==> src/hw/rtl/bgr565_pkg.sv <==
// shared types and constants for the bgr888 to rgb565 scaled plotter
// no dependencies; imported by the front, the back and the top level
package bgr565_pkg;

  localparam int MAX_WIDTH_DEF  = 4096;
  localparam int MAX_HEIGHT_DEF = 4096;

  localparam int BYTE_W      = 8;
  localparam int COORD_W     = 12;
  localparam int COLOR_W     = 16;
  localparam int WIDTH_CFG_W = 13;
  localparam int STRIDE_W    = 14;
  localparam int SCALE_W     = 16;
  localparam int CFG_IDX_W   = 2;
  localparam int CFG_DATA_W  = 16;
  localparam int FRAC_BITS   = 15;
  localparam int PROD_W      = COORD_W + SCALE_W;

  localparam int MID_DEPTH = 2;
  localparam int OUT_DEPTH = 4;

  localparam logic [WIDTH_CFG_W-1:0] IMAGE_WIDTH_RST = WIDTH_CFG_W'(320);
  localparam logic [STRIDE_W-1:0]    ROW_STRIDE_RST  = STRIDE_W'(960);
  localparam logic [SCALE_W-1:0]     SCALE_ONE       = SCALE_W'(32768);

  typedef enum logic [CFG_IDX_W-1:0] {
    REG_IMAGE_WIDTH,
    REG_ROW_STRIDE,
    REG_X_SCALE,
    REG_Y_SCALE
  } cfg_reg_t;

  typedef enum logic [1:0] {
    PH_BLUE,
    PH_GREEN,
    PH_RED,
    PH_PAD
  } byte_phase_t;

  typedef struct packed {
    logic [WIDTH_CFG_W-1:0] image_width;
    logic [STRIDE_W-1:0]    row_stride;
  } geom_cfg_t;

  typedef struct packed {
    logic [SCALE_W-1:0] x_scale;
    logic [SCALE_W-1:0] y_scale;
  } scale_cfg_t;

  // pixel as gathered by the front, before scaling
  typedef struct packed {
    logic [COORD_W-1:0] col;
    logic [COORD_W-1:0] row;
    logic [COLOR_W-1:0] color;
  } pix_rec_t;

  typedef struct packed {
    logic [COORD_W-1:0] screen_x;
    logic [COORD_W-1:0] screen_y;
    logic [COLOR_W-1:0] pixel_color;
  } out_rec_t;

endpackage

==> src/hw/rtl/bgr565_fifo.sv <==
// small register queue with count, used between front and back and at the output
// depends on nothing but its parameters
module bgr565_fifo #(
  parameter int WIDTH = 40,
  parameter int DEPTH = 4
) (
  input  logic                       clk,
  input  logic                       rst_n,
  input  logic                       push,
  input  logic [WIDTH-1:0]           push_data,
  output logic                       full,
  input  logic                       pop,
  output logic [WIDTH-1:0]           pop_data,
  output logic                       empty,
  output logic [$clog2(DEPTH+1)-1:0] count
);

  localparam int PTR_W = (DEPTH > 1) ? $clog2(DEPTH) : 1;
  localparam int CNT_W = $clog2(DEPTH + 1);

  logic [WIDTH-1:0] mem_r [DEPTH];
  logic [PTR_W-1:0] wr_ptr_r, wr_ptr_nxt;
  logic [PTR_W-1:0] rd_ptr_r, rd_ptr_nxt;
  logic [CNT_W-1:0] count_r, count_nxt;
  logic             do_push, do_pop;

  assign full     = (count_r == CNT_W'(DEPTH));
  assign empty    = (count_r == '0);
  assign count    = count_r;
  assign pop_data = mem_r[rd_ptr_r];
  assign do_push  = push && !full;
  assign do_pop   = pop && !empty;

  always_comb begin
    wr_ptr_nxt = wr_ptr_r;
    rd_ptr_nxt = rd_ptr_r;
    count_nxt  = count_r;
    if (do_push) begin
      wr_ptr_nxt = (wr_ptr_r == PTR_W'(DEPTH - 1)) ? '0 : wr_ptr_r + 1'b1;
    end
    if (do_pop) begin
      rd_ptr_nxt = (rd_ptr_r == PTR_W'(DEPTH - 1)) ? '0 : rd_ptr_r + 1'b1;
    end
    if (do_push && !do_pop) begin
      count_nxt = count_r + 1'b1;
    end else if (do_pop && !do_push) begin
      count_nxt = count_r - 1'b1;
    end
  end

  always_ff @(posedge clk) begin
    if (!rst_n) begin
      wr_ptr_r <= '0;
      rd_ptr_r <= '0;
      count_r  <= '0;
    end else begin
      wr_ptr_r <= wr_ptr_nxt;
      rd_ptr_r <= rd_ptr_nxt;
      count_r  <= count_nxt;
    end
  end

  always_ff @(posedge clk) begin
    if (do_push) begin
      mem_r[wr_ptr_r] <= push_data;
    end
  end

endmodule

==> src/hw/rtl/bgr565_front.sv <==
// front part: takes pixel bytes, tracks byte phase, column, row and row stride,
// and queues each finished pixel; depends on bgr565_pkg
module bgr565_front
  import bgr565_pkg::*;
#(
  parameter int MAX_WIDTH  = MAX_WIDTH_DEF,
  parameter int MAX_HEIGHT = MAX_HEIGHT_DEF
) (
  input  logic              clk,
  input  logic              rst_n,
  input  logic              in_push,
  input  logic [BYTE_W-1:0] in_pixel_byte,
  input  logic              in_frame_start,
  output logic              in_full,
  input  geom_cfg_t         geom,
  input  logic              q_full,
  output logic              q_push,
  output pix_rec_t          q_data
);

  localparam int COL_W = $clog2(MAX_WIDTH);
  localparam int ROW_W = $clog2(MAX_HEIGHT);

  byte_phase_t         phase_r, phase_nxt, phase_c;
  logic [COLOR_W-1:0]  partial_r, partial_nxt, partial_c;
  logic [STRIDE_W-1:0] rbc_r, rbc_nxt, rbc_c;
  logic [COL_W-1:0]    col_r, col_nxt, col_c;
  logic [ROW_W-1:0]    row_r, row_nxt, row_c;

  logic [COL_W:0]      width_eff;
  logic [COL_W:0]      col_inc;
  logic [ROW_W:0]      row_inc;
  logic [STRIDE_W:0]   rbc_inc;
  logic [COLOR_W-1:0]  color_c;
  logic                accept;
  logic                emit;

  assign accept  = in_push && !q_full;
  assign in_full = q_full;

  // widths above the supported maximum act as the maximum
  assign width_eff = (geom.image_width > WIDTH_CFG_W'(MAX_WIDTH)) ?
                     (COL_W+1)'(MAX_WIDTH) : geom.image_width[COL_W:0];

  // frame start clears position before the byte is used
  assign phase_c   = in_frame_start ? PH_BLUE : phase_r;
  assign partial_c = in_frame_start ? '0 : partial_r;
  assign rbc_c     = in_frame_start ? '0 : rbc_r;
  assign col_c     = in_frame_start ? '0 : col_r;
  assign row_c     = in_frame_start ? '0 : row_r;

  assign col_inc = {1'b0, col_c} + 1'b1;
  assign row_inc = {1'b0, row_c} + 1'b1;
  assign rbc_inc = {1'b0, rbc_c} + 1'b1;
  assign color_c = {in_pixel_byte[7:3], partial_c[10:0]};

  always_comb begin
    phase_nxt   = phase_r;
    partial_nxt = partial_r;
    rbc_nxt     = rbc_r;
    col_nxt     = col_r;
    row_nxt     = row_r;
    emit        = 1'b0;
    if (accept) begin
      phase_nxt   = phase_c;
      partial_nxt = partial_c;
      col_nxt     = col_c;
      row_nxt     = row_c;
      if (phase_c != PH_PAD && {1'b0, col_c} < width_eff) begin
        case (phase_c)
          PH_BLUE: begin
            partial_nxt = {11'd0, in_pixel_byte[7:3]};
            phase_nxt   = PH_GREEN;
          end
          PH_GREEN: begin
            partial_nxt = partial_c | {5'd0, in_pixel_byte[7:2], 5'd0};
            phase_nxt   = PH_RED;
          end
          PH_RED: begin
            emit        = 1'b1;
            partial_nxt = color_c;
            phase_nxt   = (col_inc >= width_eff) ? PH_PAD : PH_BLUE;
            col_nxt     = col_inc[COL_W-1:0];
          end
          default: begin
            phase_nxt = PH_PAD;
          end
        endcase
      end
      // row end restarts phase and column regardless of the pixel work
      if (rbc_inc >= {1'b0, geom.row_stride}) begin
        rbc_nxt     = '0;
        col_nxt     = '0;
        phase_nxt   = PH_BLUE;
        partial_nxt = '0;
        row_nxt     = (row_inc >= (ROW_W+1)'(MAX_HEIGHT)) ? '0 : row_inc[ROW_W-1:0];
      end else begin
        rbc_nxt = rbc_inc[STRIDE_W-1:0];
      end
    end
  end

  always_ff @(posedge clk) begin
    if (!rst_n) begin
      phase_r   <= PH_BLUE;
      partial_r <= '0;
      rbc_r     <= '0;
      col_r     <= '0;
      row_r     <= '0;
    end else begin
      phase_r   <= phase_nxt;
      partial_r <= partial_nxt;
      rbc_r     <= rbc_nxt;
      col_r     <= col_nxt;
      row_r     <= row_nxt;
    end
  end

  assign q_push       = emit;
  assign q_data.col   = COORD_W'(col_c);
  assign q_data.row   = COORD_W'(row_c);
  assign q_data.color = color_c;

endmodule

==> src/hw/rtl/bgr565_back.sv <==
// back part: scales queued pixel coordinates by the q1.15 factors, rounds half up
// and saturates; depends on bgr565_pkg
module bgr565_back
  import bgr565_pkg::*;
#(
  parameter int OUT_DEPTH = bgr565_pkg::OUT_DEPTH
) (
  input  logic                           clk,
  input  logic                           rst_n,
  input  scale_cfg_t                     scale,
  input  logic                           q_empty,
  input  pix_rec_t                       q_data,
  output logic                           q_pop,
  input  logic [$clog2(OUT_DEPTH+1)-1:0] o_count,
  output logic                           o_push,
  output out_rec_t                       o_data
);

  localparam int CNT_W = $clog2(OUT_DEPTH + 1);
  localparam logic [PROD_W:0] ROUND_HALF = (PROD_W+1)'(1) << (FRAC_BITS - 1);

  logic                s1_v_r;
  logic [PROD_W-1:0]   x_prod_r, y_prod_r;
  logic [COLOR_W-1:0]  color_r;
  logic [CNT_W:0]      committed;

  function automatic logic [COORD_W-1:0] round_sat(input logic [PROD_W-1:0] prod);
    logic [PROD_W:0]            sum;
    logic [PROD_W-FRAC_BITS:0]  q;
    sum = {1'b0, prod} + ROUND_HALF;
    q   = sum[PROD_W:FRAC_BITS];
    return (q > (PROD_W-FRAC_BITS+1)'({COORD_W{1'b1}})) ? {COORD_W{1'b1}} : q[COORD_W-1:0];
  endfunction

  // only take a pixel when the output queue has room for it and the one in flight
  assign committed = {1'b0, o_count} + (CNT_W+1)'(s1_v_r);
  assign q_pop     = !q_empty && (committed < (CNT_W+1)'(OUT_DEPTH));

  always_ff @(posedge clk) begin
    if (!rst_n) begin
      s1_v_r <= 1'b0;
    end else begin
      s1_v_r <= q_pop;
    end
  end

  always_ff @(posedge clk) begin
    if (q_pop) begin
      x_prod_r <= q_data.col * scale.x_scale;
      y_prod_r <= q_data.row * scale.y_scale;
      color_r  <= q_data.color;
    end
  end

  assign o_push             = s1_v_r;
  assign o_data.screen_x    = round_sat(x_prod_r);
  assign o_data.screen_y    = round_sat(y_prod_r);
  assign o_data.pixel_color = color_r;

endmodule

==> src/hw/rtl/bgr888_to_rgb565_scaled_plotter.sv <==
// top level of the bgr888 to rgb565 scaled plotter: config registers, front,
// middle queue, back and output queue; depends on bgr565_pkg and all bgr565_ modules
//
// usage: bmp pixel-array bytes enter one per request (push while full is low), in
// blue, green, red order, with frame_start on the first byte of a frame. every red
// byte that completes a pixel inside the configured width yields one result request
// with the scaled column, scaled row and rgb565 color; padding bytes yield nothing.
// the result side is a queue: a result is shown while empty is low and leaves on pop.
// a result passes the middle queue, then the multiplier register, then the output
// queue, before it is visible. throughput: one byte per cycle while full is low;
// at most one result per three bytes; the back takes one per cycle while the output
// queue has room. when the receiver stalls, the four-entry output queue fills, the
// back stops draining the two-entry middle queue, and full rises once that fills.
// reset clears phase, counters, queues and loads width 320, stride 960, scales one.
// config writes (cfg_ready is always high) take effect at once; write only when idle.
module bgr888_to_rgb565_scaled_plotter
  import bgr565_pkg::*;
#(
  parameter int MAX_WIDTH  = MAX_WIDTH_DEF,
  parameter int MAX_HEIGHT = MAX_HEIGHT_DEF
) (
  input  logic                  clk,
  input  logic                  rst_n,
  input  logic                  in_push,
  output logic                  in_full,
  input  logic [BYTE_W-1:0]     in_pixel_byte,
  input  logic                  in_frame_start,
  output logic                  out_empty,
  input  logic                  out_pop,
  output logic [COORD_W-1:0]    out_screen_x,
  output logic [COORD_W-1:0]    out_screen_y,
  output logic [COLOR_W-1:0]    out_pixel_color,
  input  logic                  cfg_valid,
  output logic                  cfg_ready,
  input  logic [CFG_IDX_W-1:0]  cfg_index,
  input  logic [CFG_DATA_W-1:0] cfg_data
);

  localparam int OCNT_W = $clog2(OUT_DEPTH + 1);

  geom_cfg_t  geom_r, geom_nxt;
  scale_cfg_t scale_r, scale_nxt;

  logic        mid_push, mid_full, mid_pop, mid_empty;
  pix_rec_t    mid_wdata, mid_rdata;
  logic [$clog2(MID_DEPTH+1)-1:0] mid_count;

  logic        oq_push, oq_full;
  out_rec_t    oq_wdata, oq_rdata;
  logic [OCNT_W-1:0] oq_count;

  assign cfg_ready = 1'b1;

  always_comb begin
    geom_nxt  = geom_r;
    scale_nxt = scale_r;
    if (cfg_valid && cfg_ready) begin
      case (cfg_reg_t'(cfg_index))
        REG_IMAGE_WIDTH: geom_nxt.image_width = cfg_data[WIDTH_CFG_W-1:0];
        REG_ROW_STRIDE:  geom_nxt.row_stride  = cfg_data[STRIDE_W-1:0];
        REG_X_SCALE:     scale_nxt.x_scale    = cfg_data[SCALE_W-1:0];
        REG_Y_SCALE:     scale_nxt.y_scale    = cfg_data[SCALE_W-1:0];
        default: begin
          geom_nxt = geom_r;
        end
      endcase
    end
  end

  always_ff @(posedge clk) begin
    if (!rst_n) begin
      geom_r.image_width <= IMAGE_WIDTH_RST;
      geom_r.row_stride  <= ROW_STRIDE_RST;
      scale_r.x_scale    <= SCALE_ONE;
      scale_r.y_scale    <= SCALE_ONE;
    end else begin
      geom_r  <= geom_nxt;
      scale_r <= scale_nxt;
    end
  end

  bgr565_front #(
    .MAX_WIDTH  (MAX_WIDTH),
    .MAX_HEIGHT (MAX_HEIGHT)
  ) u_front (
    .clk            (clk),
    .rst_n          (rst_n),
    .in_push        (in_push),
    .in_pixel_byte  (in_pixel_byte),
    .in_frame_start (in_frame_start),
    .in_full        (in_full),
    .geom           (geom_r),
    .q_full         (mid_full),
    .q_push         (mid_push),
    .q_data         (mid_wdata)
  );

  bgr565_fifo #(
    .WIDTH ($bits(pix_rec_t)),
    .DEPTH (MID_DEPTH)
  ) u_mid_q (
    .clk       (clk),
    .rst_n     (rst_n),
    .push      (mid_push),
    .push_data (mid_wdata),
    .full      (mid_full),
    .pop       (mid_pop),
    .pop_data  (mid_rdata),
    .empty     (mid_empty),
    .count     (mid_count)
  );

  bgr565_back #(
    .OUT_DEPTH (OUT_DEPTH)
  ) u_back (
    .clk     (clk),
    .rst_n   (rst_n),
    .scale   (scale_r),
    .q_empty (mid_empty),
    .q_data  (mid_rdata),
    .q_pop   (mid_pop),
    .o_count (oq_count),
    .o_push  (oq_push),
    .o_data  (oq_wdata)
  );

  bgr565_fifo #(
    .WIDTH ($bits(out_rec_t)),
    .DEPTH (OUT_DEPTH)
  ) u_out_q (
    .clk       (clk),
    .rst_n     (rst_n),
    .push      (oq_push),
    .push_data (oq_wdata),
    .full      (oq_full),
    .pop       (out_pop),
    .pop_data  (oq_rdata),
    .empty     (out_empty),
    .count     (oq_count)
  );

  assign out_screen_x    = oq_rdata.screen_x;
  assign out_screen_y    = oq_rdata.screen_y;
  assign out_pixel_color = oq_rdata.pixel_color;

  // the back must never push a result the output queue cannot hold
  a_out_no_overflow: assert property (@(posedge clk) disable iff (!rst_n)
    oq_push |-> !oq_full)
    else $error("output queue overflow");

  // a pixel enters the middle queue only on an accepted byte
  a_mid_push_on_accept: assert property (@(posedge clk) disable iff (!rst_n)
    mid_push |-> (in_push && !in_full))
    else $error("pixel queued without an accepted byte");

  // every pixel taken from the middle queue reaches the output queue next cycle
  a_pop_then_push: assert property (@(posedge clk) disable iff (!rst_n)
    mid_pop |=> oq_push)
    else $error("pixel lost between middle and output queue");

  // middle queue occupancy never exceeds its depth
  a_mid_count_bound: assert property (@(posedge clk) disable iff (!rst_n)
    mid_count <= ($bits(mid_count))'(MID_DEPTH))
    else $error("middle queue count out of range");

endmodule
==> config.mk <==
export PLATFORM = sky130hd
export DESIGN_NAME = bgr888_to_rgb565_scaled_plotter
export DESIGN_NICKNAME = d
export VERILOG_FILES = /design/src/hw/rtl/bgr565_pkg.sv /design/src/hw/rtl/bgr565_fifo.sv /design/src/hw/rtl/bgr565_front.sv /design/src/hw/rtl/bgr565_back.sv /design/src/hw/rtl/bgr888_to_rgb565_scaled_plotter.sv
export SDC_FILE = /design/constraint.sdc
export NUM_CORES = 1
export LEC_CHECK = 0
export BUFFER_PORTS_ARGS = -buffer_cell sky130_fd_sc_hd__buf_2
export CAP_MARGIN = 20
export CORE_AREA = 2 2 294 296
export CTS_BUF_LIST = sky130_fd_sc_hd__clkbuf_16
export DETAILED_ROUTE_END_ITERATION = 12
export DIE_AREA = 0 0 296 298
export PLACE_DENSITY_LB_ADDON = 0.2
export REMOVE_ABC_BUFFERS = 1
export SLEW_MARGIN = 20
export SYNTH_ARGS = -nofsm -noshare
export SYNTH_HDL_FRONTEND = slang
export SYNTH_HIERARCHICAL = 1
export SYNTH_SLANG_ARGS = --single-unit
==> constraint.sdc <==
create_clock -name clk -period 7.6 [get_ports clk]
set_input_delay 0.38 -clock clk [delete_from_list [all_inputs] [get_ports clk]]
set_output_delay 0.38 -clock clk [all_outputs]
set_load 0.02 [all_outputs]
==> impl_metrics.ini <==
[yosys]
syn_inst = 2715
ys.warnings.count = 6
synth-simple-area-share_pct = 14.3
syn_area_mm2 = 0.0295
ys_types = 86
synth_fa_ha_area_share_pct = 26.4
synth-main-ff-cell = edfxtp_1
synthXorXnorAreaFrac_pct = 2.17
synth_compound_area_share_pct = 6.19
syn_area_per_cell_um2 = 10.9
synth_edf_count = 284
synth_top_family_by_area = adder cells
synth-seq-area-share_pct = 37.4
ys_async_sr_fraction_pct = 0
synth_seq_cells = 409
synthMuxAreaShare_pct = 6.72

[global_route]
grt_overflow = 0
antenna_found_initial = 0
grt_pass1_wl_um = 112000
met1_usage_pct = 22.2
grt_max_degree = 61
grt_pass1_vias = 20700
top_usage_layer = met2
met3_usage_pct = 2.45
grt_use_total_pct = 16.0
met2_usage_pct = 26.5

[cells_and_area]
layout_common_cells = nand2_1 (444), inv_1 (368), edfxtp_1 (284), fa_1 (279), ha_1 (175)
antenna_cells = 0
syn2layout_area_growth_pct = 9.96
layout_commonest_cell = nand2_1
nNetsFinal = 3212
fin_cells = 3908
seq_area_mm2 = 0.0110
nFillCells = 8325
final_area_mm2 = 0.0324
drive_gt1_share_pct = 9.95
multi_input_area_mm2 = 0.0165

[clocking]
clock_sinks = 409
tritoncts = done
clk_pin_slew_worst_paths_ps = 60
post_cts_buffers = 0
htree_levels = 2
cts_buffers = 48
cts_resized = 0
cts_hold_buf = 4
cts_buffer_depth = 3
clk_latency_ps = 630
cts-root-buf = clkbuf_16

[floorplan]
initial_core_util_pct = 34.7
io_pins = 75
dieArea_mm2 = 0.0882
die_h_um = 298
dieWidth_um = 296
core_area_mm2 = 0.0849
rows = 107

[timing]
finalHoldViolCount = 0
fmax_ghz = 0.150
finalMaxSlewViolations = 0
rsz0062_at_grt = no
whs_ps = 34.4
finalCriticalPeriod_ps = 6680
finalWorstSetupSlack_ps = 922
worst_pin_slew_ps = 1030
timing.setup.tns_ps = 0
fin_skew_ps = 53.8
finalSetupViolCount = 0
finalCritPeriodShare_pct = 87.9
slew_headroom_pct = 30.4

[power]
p_leak_uw = 0.0134
power.density_mw_per_mm2 = 189
ir_worst_vdd_mv = 0.147

[drt]
route.detailed.drc = 0
drt-total-wl_um = 69300
dr.pass1.iters = 6
vias = 19300
first_iter_violations = 925
ant_nets = 0
wl_per_cell_um = 17.7
vias_per_cell = 4.94

[critical_path]
start_kind = flip-flop
arrival_ps = 7020
worstPathRequired_ps = 7940
cp_max_fo = 19
crit_type = flip-flop to flip-flop
cp-end-kind = flip-flop

[job]
drv_cap = 0

[placed_design]
place_ws_ps = 1100
hpwl_um = 49900
dp.cells = 3814
placed_area_mm2 = 0.0308
place.gp.congestion = 0.826
portBuffers = 71

[status]
status = completed

[worst_hold_path]
hold_path_class = primary input to flip-flop
[critical path, cell delays in order, from the launching register on]
cell and delay [ps]:
dfxtp_2 670, mux2_2 580, and2_1 230, fa_1 530
inv_1 50, fa_1 500, inv_1 70, fa_1 510
fa_1 550, inv_1 60, fa_1 560, inv_1 50
ha_1 310, a21oi_1 170, o21ai_0 140, a211oi_1 510
o21ai_0 400, a41oi_1 370, xnor2_1 100
[routing by layer]
metal / part of all wire, % / vias to the layer above
li1: - / 9111
met1: 47 / 9720
met2: 47 / 401
met3: 4.2 / 80
met4: 1.8 / 0
met5: 0 / -
[power breakdown]
group	total [uW]	switching [uW]	internal (uW)	leakage [uW]
registers	2480	52.7	2430	0.00357
logic	1380	820	562	0.00904
clock network	2280	958	1320	0.000812
[final cells by class]
cell class	count	area share (%)
repair buffers	93	1.71
well taps	1144	4.41
multi-input cells	1814	50.8
clock inverters	39	1.06
flip-flops and latches	409	34.0
inverters	360	4.17
clock buffers	49	3.78
[final timing paths]
check                   start                    to  slack (ps)  cells past startpoint
max                 flip-flop   u_back/x_prod_r[23]         920                     18
min          in_pixel_byte[2]  u_front/partial_r[5]          30                      3
max reg2reg         flip-flop   u_back/x_prod_r[23]         920                     18
min reg2reg        geom_r[17]            geom_r[17]         460                      2
[Yosys cell counts (5+ instances only)]
| cell type | instances | area, um^2 |
|---|---|---|
| a211oi_1 | 7 | 52.6 |
| a21boi_0 | 5 | 37.5 |
| a21o_1 | 17 | 128 |
| a21oi_1 | 76 | 380 |
| a31oi_1 | 18 | 113 |
| a32o_1 | 5 | 50.1 |
| a41oi_1 | 7 | 61.3 |
| and2_1 | 133 | 832 |
| and3_1 | 23 | 144 |
| and4_1 | 9 | 78.8 |
| buf_2 | 20 | 100 |
| buf_4 | 10 | 75.1 |
| buf_6 | 5 | 56.3 |
| clkbuf_1 | 91 | 342 |
| dfxtp_1 | 125 | 2500 |
| edfxtp_1 | 284 | 8530 |
| fa_1 | 279 | 5590 |
| ha_1 | 175 | 2190 |
| inv_1 | 358 | 1340 |
| mux2_2 | 40 | 450 |
| mux2i_1 | 63 | 631 |
| mux4_2 | 40 | 901 |
| nand2_1 | 444 | 1670 |
| nand2b_1 | 9 | 56.3 |
| nand3_1 | 68 | 340 |
| nand4_1 | 28 | 175 |
| nor2_1 | 52 | 195 |
| nor2b_1 | 54 | 338 |
| nor3_1 | 13 | 65.1 |
| o2111ai_1 | 6 | 52.6 |
| o211ai_1 | 11 | 82.6 |
| o21ai_0 | 48 | 240 |
| o21bai_1 | 8 | 60.1 |
| or2_2 | 6 | 37.5 |
| or3_1 | 5 | 31.3 |
| xnor2_1 | 47 | 412 |
| xor2_1 | 26 | 228 |
[kinds of logic (layout without fill, tap and decap cells)]
kind of cell | count (synthesis) | in the layout
muxes | 143 | 143
DFF | 409 | 409
buffers and inverters | 492 | 541
and+or+nand+nor | 874 | 874
adders and majority gates | 454 | 454
AOI/OAI and AO/OA | 269 | 269
other | 1 | 1
xor gates and xnor gates | 73 | 73
[metrics by stage]
stage	power, uW	util (%)
finish	6140	38.2
global route	6500	38.2
CTS	6240	38.2
detailed placement	3920	36.3
global placement	3910	36.3
floorplan	3540	-
[flip-flops by register name, indices dropped and copies added (netlist names), named ones only]
| register | cells |
|---|---|
| geom_r | 27 |
| u_back/x_prod_r | 14 |
| u_mid_q/rd_ptr_r | 1 |
| u_front/col_r | 12 |
| u_front/row_r | 12 |
| u_back/o_push | 1 |
| u_back/color_r | 16 |
| u_front/partial_r | 11 |
| u_mid_q/wr_ptr_r | 1 |
| u_out_q/count | 3 |
| u_mid_q/count | 2 |
| u_front/phase_r | 2 |
| u_out_q/mem_r | 160 |
| u_out_q/rd_ptr_r | 2 |
| u_mid_q/mem_r | 80 |
| u_front/rbc_r | 14 |
| u_out_q/wr_ptr_r | 2 |
| scale_r | 32 |
| u_back/y_prod_r | 14 |
Power figures use the tool's default switching activity.
